File: src/hw/rtl/lsmb_pkg.sv
// ----------------------------------------------------------------------------
// lsmb_pkg
// Shared types and codes for the LIFO stack with max-to-bottom reorder.
// ----------------------------------------------------------------------------
package lsmb_pkg;

   // default stack depth
   localparam int DEPTH_DEF = 128;

   // field widths
   localparam int WORD_W = 32;
   localparam int OP_W   = 2;
   localparam int ST_W   = 2;

   // command codes
   localparam logic [OP_W-1:0] OP_PUSH    = 2'd0;
   localparam logic [OP_W-1:0] OP_POP     = 2'd1;
   localparam logic [OP_W-1:0] OP_REORDER = 2'd2;

   // status codes
   localparam logic [ST_W-1:0] ST_OK    = 2'd0;
   localparam logic [ST_W-1:0] ST_FULL  = 2'd1;
   localparam logic [ST_W-1:0] ST_EMPTY = 2'd2;

   typedef logic signed [WORD_W-1:0] word_type;

   // result of the shared compare unit
   typedef struct packed {
      logic gt;   // a > b, signed
      logic eq;   // a == b
   } cmp_res_type;

endpackage

File: src/hw/rtl/lsmb_cmp.sv
// ----------------------------------------------------------------------------
// lsmb_cmp
// Shared signed compare unit: greater-than for the max scan, equality for
// the move pass.
// ----------------------------------------------------------------------------
module lsmb_cmp
   import lsmb_pkg::*;
(
   input  word_type    a,
   input  word_type    b,
   output cmp_res_type res
);

   // signed compare and equality
   always_comb begin
      res.gt = (a > b);
      res.eq = (a == b);
   end

endmodule

File: config.mk
export PLATFORM = sky130hd
export DESIGN_NAME = lsmb_cmp
export DESIGN_NICKNAME = d
export VERILOG_FILES = /design/src/hw/rtl/lsmb_pkg.sv /design/src/hw/rtl/lsmb_cmp.sv
export SDC_FILE = /design/constraint.sdc
export NUM_CORES = 1
export LEC_CHECK = 0
export ABC_AREA = 0
export BUFFER_PORTS_ARGS = -buffer_cell sky130_fd_sc_hd__buf_4
export CORE_AREA = 2 2 48 50
export DETAILED_ROUTE_END_ITERATION = 8
export DIE_AREA = 0 0 50 52
export PLACE_DENSITY = 0.82
export SYNTH_ARGS = -nofsm -noshare
export SYNTH_HDL_FRONTEND = slang
export SYNTH_SLANG_ARGS = --single-unit
File: constraint.sdc
create_clock -name vclk -period 3.29
set_clock_uncertainty 0.2 [all_clocks]
set_input_delay 0.658 -clock vclk [all_inputs]
set_output_delay 0.658 -clock vclk [all_outputs]
set_load 0.005 [all_outputs]
---- Yosys cells after proc, flatten, opt, wreduce, memory -nomap -nowiden ----
Index checks and enable logic that the tools add are counted.
operators by class
  bitwise operators ....................... 0
  eq/ne operators ......................... 1
  divide/modulo/power cells ............... 0
  add/subtract/negate cells ............... 0
  multiplexer cells ....................... 0
  multipliers ............................. 0
  magnitude comparators ................... 1
  shift-type cells ........................ 0
  reduce and logical (&&, ||, !) cells .... 0
operator list
  kind          number
  $eq 32x32->1  1
  $gt 32x32->1  1
word-level totals
  bits of input ports ..................... 64
  register bits ........................... 0
  latch bits .............................. 0
  memories kept ........................... 0
  logic and storage cells ................. 2
  memory bits (read-only) ................. 0
  output and inout port bits .............. 2
  bits in writable memories ............... 0

---- Logic depth before layout (Yosys ltp) ----
Gate-level depths: netlist (run 1).
  word-level depth ........................ 1
  gate-level depth with buffers ........... 8
  mapped depth without buffers ............ 8

---- Worst setup path before layout (run 1) ----
No wires, ideal clock.
  path kind ............................... input to output
  start point ............................. input port b[31]
  end point ............................... output port res[1] (netlist name)
  path slack .............................. 0.380 ns
  data arrival time ....................... 2.052 ns
  cell stages on the path ................. 8
  path buffers ............................ 0
  required time ........................... 2.432 ns
  cells stage by stage .................... inv_1 ha_1 and4_1 nand4_1 or3_1 nand2b_4 o221ai_1 nand2b_1
RTL lines
  element      line            RTL
  from (decl)  lsmb_cmp.sv:10  input word_type b,
  to (decl)    lsmb_cmp.sv:11  output cmp_res_type res

==> results.json, run 1 <==
{
  "outcome": "completed",
  "cp_max_fo": 2,
  "yosys-top-cells-count": "33 x inv_1, 32 x ha_1, 8 x a21oi_1, 6 x nand2_1",
  "portBuffers": 66,
  "drtPass1Iterations": 4,
  "arrival_ps": 2350,
  "yosys.area.top_type": "ha_1",
  "yosysMostFrequentCell": "inv_1",
  "syn-num-nets": 210,
  "start_kind": "primary input",
  "worstSetupPathType": "primary input to primary output",
  "p_per_area_mw_per_mm2": 110,
  "viasPerCell": 4.75,
  "slew_viol_final": 0,
  "worst_setup_path_end_kind": "primary output",
  "seqCellArea_sq_um": 0,
  "ys.warnings.count": 0,
  "min_period_ps": 3210,
  "holdWs_ps": 1640,
  "power_uw": 154,
  "via_count": 998,
  "drt_iter0_markers": 8,
  "slew_headroom_pct": 81.4,
  "place_area_sq_mm": 0.00139,
  "synth.avg_cell_area_sq_um": 7.41,
  "coreArea_sq_mm": 0.00211,
  "die_area_sq_mm": 0.00260,
  "hold_viol": 0,
  "dp_hpwl_um": 2080,
  "cts_setup_buffers": 0,
  "initial_core_util_pct": 40.1,
  "gr-total-overflow": 0,
  "fin_nets": 280,
  "drv_cap": 0,
  "cts-hold-fix-buffers": 0,
  "antenna_found_initial": 0,
  "synth_top_area_share_pct": 47.4,
  "wl_per_cell_um": 10.2,
  "die_y_um": 52,
  "antennaDiodeCount": 0,
  "grt_start_max_net_pins": 4,
  "num_io_pins": 66,
  "wl_um": 2130,
  "final_util_pct": 66.8,
  "synth_cell_types": 23,
  "fmax_mhz": 312,
  "fin_area_sq_mm": 0.00141,
  "hold_class": "primary input to primary output",
  "drive_above_1_share_pct": 40.7,
  "grt_usage_pct": 17.3,
  "place_congestion": 0.704,
  "postRouteAntennaNets": 0,
  "hold_depth": 5,
  "tightest_slew_ps": 278,
  "leakage_nw": 0.895,
  "syn_area_sq_um": 845,
  "required_ps": 2430,
  "seq_cells": 0,
  "finalSetupTns_ps": 0,
  "n_clock_buffer": 0,
  "drcViolationCount": 0,
  "peakVddDrop_v": 0.0000720,
  "rows": 17,
  "finalSetupViolations": 0,
  "fillers": 189,
  "grt_pass1_vias": 1028,
  "synthCells": 114,
  "die_w_um": 50,
  "grt_pass1_wl_um": 3700,
  "synth_area_leaders": "ha_1 47%, inv_1 15%, a21oi_1 4.7%",
  "period_share_pct": 97.4,
  "rsz0062_at_grt": "no",
  "syn_to_final_growth_pct": 66.7,
  "ys_seq_area_share_pct": 0
}
power breakdown:
part	leakage [nW]	internal (mW)	switching, mW
registers	0	0	0
logic	0.895	0.0933	0.0612
clock network	0	0	0
total	0.895	0.0933	0.0612
cell families after synthesis:
kind of cell | synth area share [%]
AND/OR/NAND/NOR | 19.4
AO/OA/AOI/OAI | 18.5
buffers and inverters | 14.7
adder cells (fa/ha/maj) | 47.4
what timing repair did:
action	in CTS	in global routing
endpoints found under the hold margin	0	0
gates resized for setup	0	4
setup endpoints to repair	0	1
final timing paths:
check                 start  endpoint  slack, ps
worst max-delay path  a[31]    res[1]         80
worst min-delay path   b[0]    res[0]       1640
metal layers:
| layer | global-route usage [%] | vias to the layer above | share of wire [%] |
|---|---|---|---|
| met1 | 17.7 | 422 | 35 |
| met3 | 2.30 | 2 | 7.8 |
| met2 | 37.1 | 38 | 56 |
| li1 | - | 536 | - |
| met5 | 0 | - | 0 |
| met4 | 1.85 | 0 | 0.70 |
cell type report:
class | count | area (sq um) | area share [%]
timing repair buffer | 68 | 510 | 36.3
inverter | 33 | 124 | 8.80
tap | 28 | 35.0 | 2.49
multi-input combinational | 81 | 738 | 52.4
worst max-delay path: stages:
cell      delay [ps]
buf_4            110
ha_1             290
and4_1           240
nand4_1          130
or3_4            360
nand2b_4         150
o221ai_1         190
nand2b_1          90
buf_4            140
metrics by stage:
stage | std cells | setup WS (ps)
2_1_floorplan | 114 | 380
6_report | 210 | 84.7
3_3_place_gp | 210 | 40.7
5_1_grt | 210 | 19.0
4_1_cts | 210 | 6.22
3_5_place_dp | 210 | 28.9
layout by cell type (no fill, tap or decap), types with 2 or more instances in the layout:
cell type,n
a21oi_1,8
nand2_1,6
buf_4,68
o21ai_0,4
inv_1,33
a221oi_1,2
nand3_1,2
a21o_1,4
nand4_1,5
nand2b_1,2
nor2_1,2
ha_1,32
No activity file was read; power rests on OpenSTA's default activity.
==> run 2, diff against run 1 <==
--- a/config.mk
+++ b/config.mk
@@ -7,10 +7,10 @@
 export LEC_CHECK = 0
 export ABC_AREA = 0
 export BUFFER_PORTS_ARGS = -buffer_cell sky130_fd_sc_hd__buf_4
-export CORE_AREA = 2 2 48 50
+export CORE_AREA = 2 2 51 53
 export DETAILED_ROUTE_END_ITERATION = 8
-export DIE_AREA = 0 0 50 52
-export PLACE_DENSITY = 0.82
+export DIE_AREA = 0 0 53 55
+export PLACE_DENSITY = 0.77
 export SYNTH_ARGS = -nofsm -noshare
 export SYNTH_HDL_FRONTEND = slang
 export SYNTH_SLANG_ARGS = --single-unit
==> constraint.sdc (replaced) <==
create_clock -name vclk -period 2.7
set_clock_uncertainty 0.2 [all_clocks]
set_input_delay 0.54 -clock vclk [all_inputs]
set_output_delay 0.54 -clock vclk [all_outputs]
set_load 0.005 [all_outputs]
==> run 2 against run 1 <==
  * The run now ends with setup timing left
  * Critical path depth rose by 1
  * Critical endpoint unchanged
  * Global-route usage increased by 1.2 points
  * Clock-buffer cell count is the same
  * Largest power group unchanged
  * Via count increased by 6.3%
  * Worst hold slack got worse by 190 ps
  * Die area is 12% higher
  * Wire length is 18% higher
  * Highest routed layer unchanged
  * Flip-flop and latch count did not move
==> results.json, run 2 (synthesis gave the netlist of run 1 again) <==
{
  "swShare_pct": 40.1,
  "hold_class": "primary input to primary output",
  "grt_usage_pct": 18.5,
  "drv_cap": 0,
  "drt_iter0_markers": 7,
  "gr-total-overflow": 0,
  "power_switching_uw": 90.8,
  "drive_above_1_share_pct": 52.1,
  "layout_common_cells": "64 x buf_4, 28 x inv_1, 25 x ha_1, 10 x buf_6, 8 x a21oi_1",
  "dpl_worst_slack_ps": -343,
  "syn_to_final_growth_pct": 92.4,
  "via_count": 1061,
  "dp_hpwl_um": 2110,
  "hold_path_startpoint": "a[31]",
  "drcViolationCount": 0,
  "slew_viol_final": 0,
  "postRouteAntennaNets": 0,
  "leakage_nw": 0.937,
  "portBuffers": 66,
  "critPathMostFrequentCell": "buf_4",
  "finalWorstSetupSlack_ps": -285,
  "slowest_delay_ps": 330,
  "die_w_um": 53,
  "final_common_cell": "buf_4",
  "worstSetupPathType": "primary input to primary output",
  "power.internal_uw": 136,
  "antennaDiodeCount": 0,
  "wl_per_cell_um": 11.5,
  "arrival_ps": 2240,
  "startpoint": "b[27]",
  "cp_slowest_cell": "a221o_1",
  "coreArea_sq_mm": 0.00236,
  "grt_pass1_wl_um": 4160,
  "seqPwrFrac_pct": 0,
  "n_clock_buffer": 0,
  "holdWs_ps": 1460,
  "fmax_mhz": 335,
  "min_period_ps": 2980,
  "antenna_found_initial": 0,
  "combPwrFrac_pct": 100.0,
  "place_congestion": 0.653,
  "grt_start_max_net_pins": 4,
  "drtPass1Iterations": 3,
  "required_ps": 1960,
  "wl_um": 2510,
  "rows": 18,
  "p_clk_share_pct": 0,
  "seq_cells": 0,
  "slew_headroom_pct": 79.1,
  "die_area_sq_mm": 0.00292,
  "seqCellArea_sq_um": 0,
  "period_share_pct": 111,
  "finalSetupViolations": 2,
  "outcome": "finished with violations",
  "initial_core_util_pct": 35.7,
  "num_io_pins": 66,
  "cp_cell_sequence": "buf_4 -> inv_1 -> ha_4 -> and2_4 -> a221o_1 -> a221oi_2 -> o21ai_1 -> nor3_1 -> nand2b_1 -> buf_4",
  "rsz0062_at_grt": "yes",
  "p_per_area_mw_per_mm2": 139,
  "cp_max_fo": 2,
  "die_y_um": 55,
  "crit_family": "compound AO/OA/AOI/OAI gates",
  "violations": "setup timing",
  "critPathBufInv": 3,
  "grt_pass1_vias": 1090,
  "peakVddDrop_v": 0.0000990,
  "cts-hold-fix-buffers": 0,
  "viasPerCell": 4.87,
  "final_util_pct": 68.7,
  "tightest_slew_ps": 313,
  "fin_nets": 286,
  "hold_viol": 0,
  "start_kind": "primary input",
  "worst_setup_path_end_kind": "primary output"
}
-- run 2: cell types whose count changed in the layout (fill, tap and decap cells not counted), moves of 2 or more --
cell | before | now
buf_4 | 68 | 64
inv_4 | 0 | 3
inv_1 | 33 | 28
inv_2 | 0 | 2
ha_1 | 32 | 25
ha_4 | 0 | 7
buf_6 | 0 | 10
-- run 2: final cells by class --
| cell class | instances | area, sq um |
|---|---|---|
| multi-input cells | 81 | 863 |
| well taps | 30 | 37.5 |
| fillers | 185 | 739 |
| inverters | 33 | 131 |
| repair buffers | 74 | 593 |
-- run 2: power groups by stage --
stage,logic (mW),registers (mW),clock network [mW]
floorplan,0.0888,0,0
global placement,0.183,0,0
detailed placement,0.192,0,0
CTS,0.223,0,0
global route,0.253,0,0
finish,0.227,0,0
-- run 2: final timing paths --
kind                 end  cells after the start
setup / recovery  res[1]                     10
hold / removal    res[1]                      6
-- run 2: layer usage --
metal	global-route usage, %	wire (um)	part of all wire [%]	vias to the layer above
met5	0	0	0	-
met4	3.85	50	2.0	0
met3	2.69	286	11	6
met2	40.6	1330	53	55
met1	17.8	848	34	455
li1	-	-	-	545
-- run 2: worst min-delay path: cells and delay by family --
kind / cells / cell delay, ps
AND/OR/NAND/NOR: 1 / 80
adder cells (fa/ha/maj): 1 / 120
buffers and inverters: 3 / 300
AO/OA/AOI/OAI: 1 / 80
-- run 2: stage by stage --
step	instance area [sq um]	cells	TNS (ps)	power, mW
final	1630	218	-391	0.227
after global routing	1630	218	-470	0.253
after CTS	1610	218	-303	0.223
after detailed placement	1410	214	-456	0.192
after global placement	1410	214	-431	0.183
after floorplan	845	114	0	0.0888
-- run 2: what timing repair did --
item	in CTS	in global routing
setup endpoints to repair	2	2
cloned	0	0
pin swaps	14	4
buffers inserted	4	0
gates resized for setup	34	5
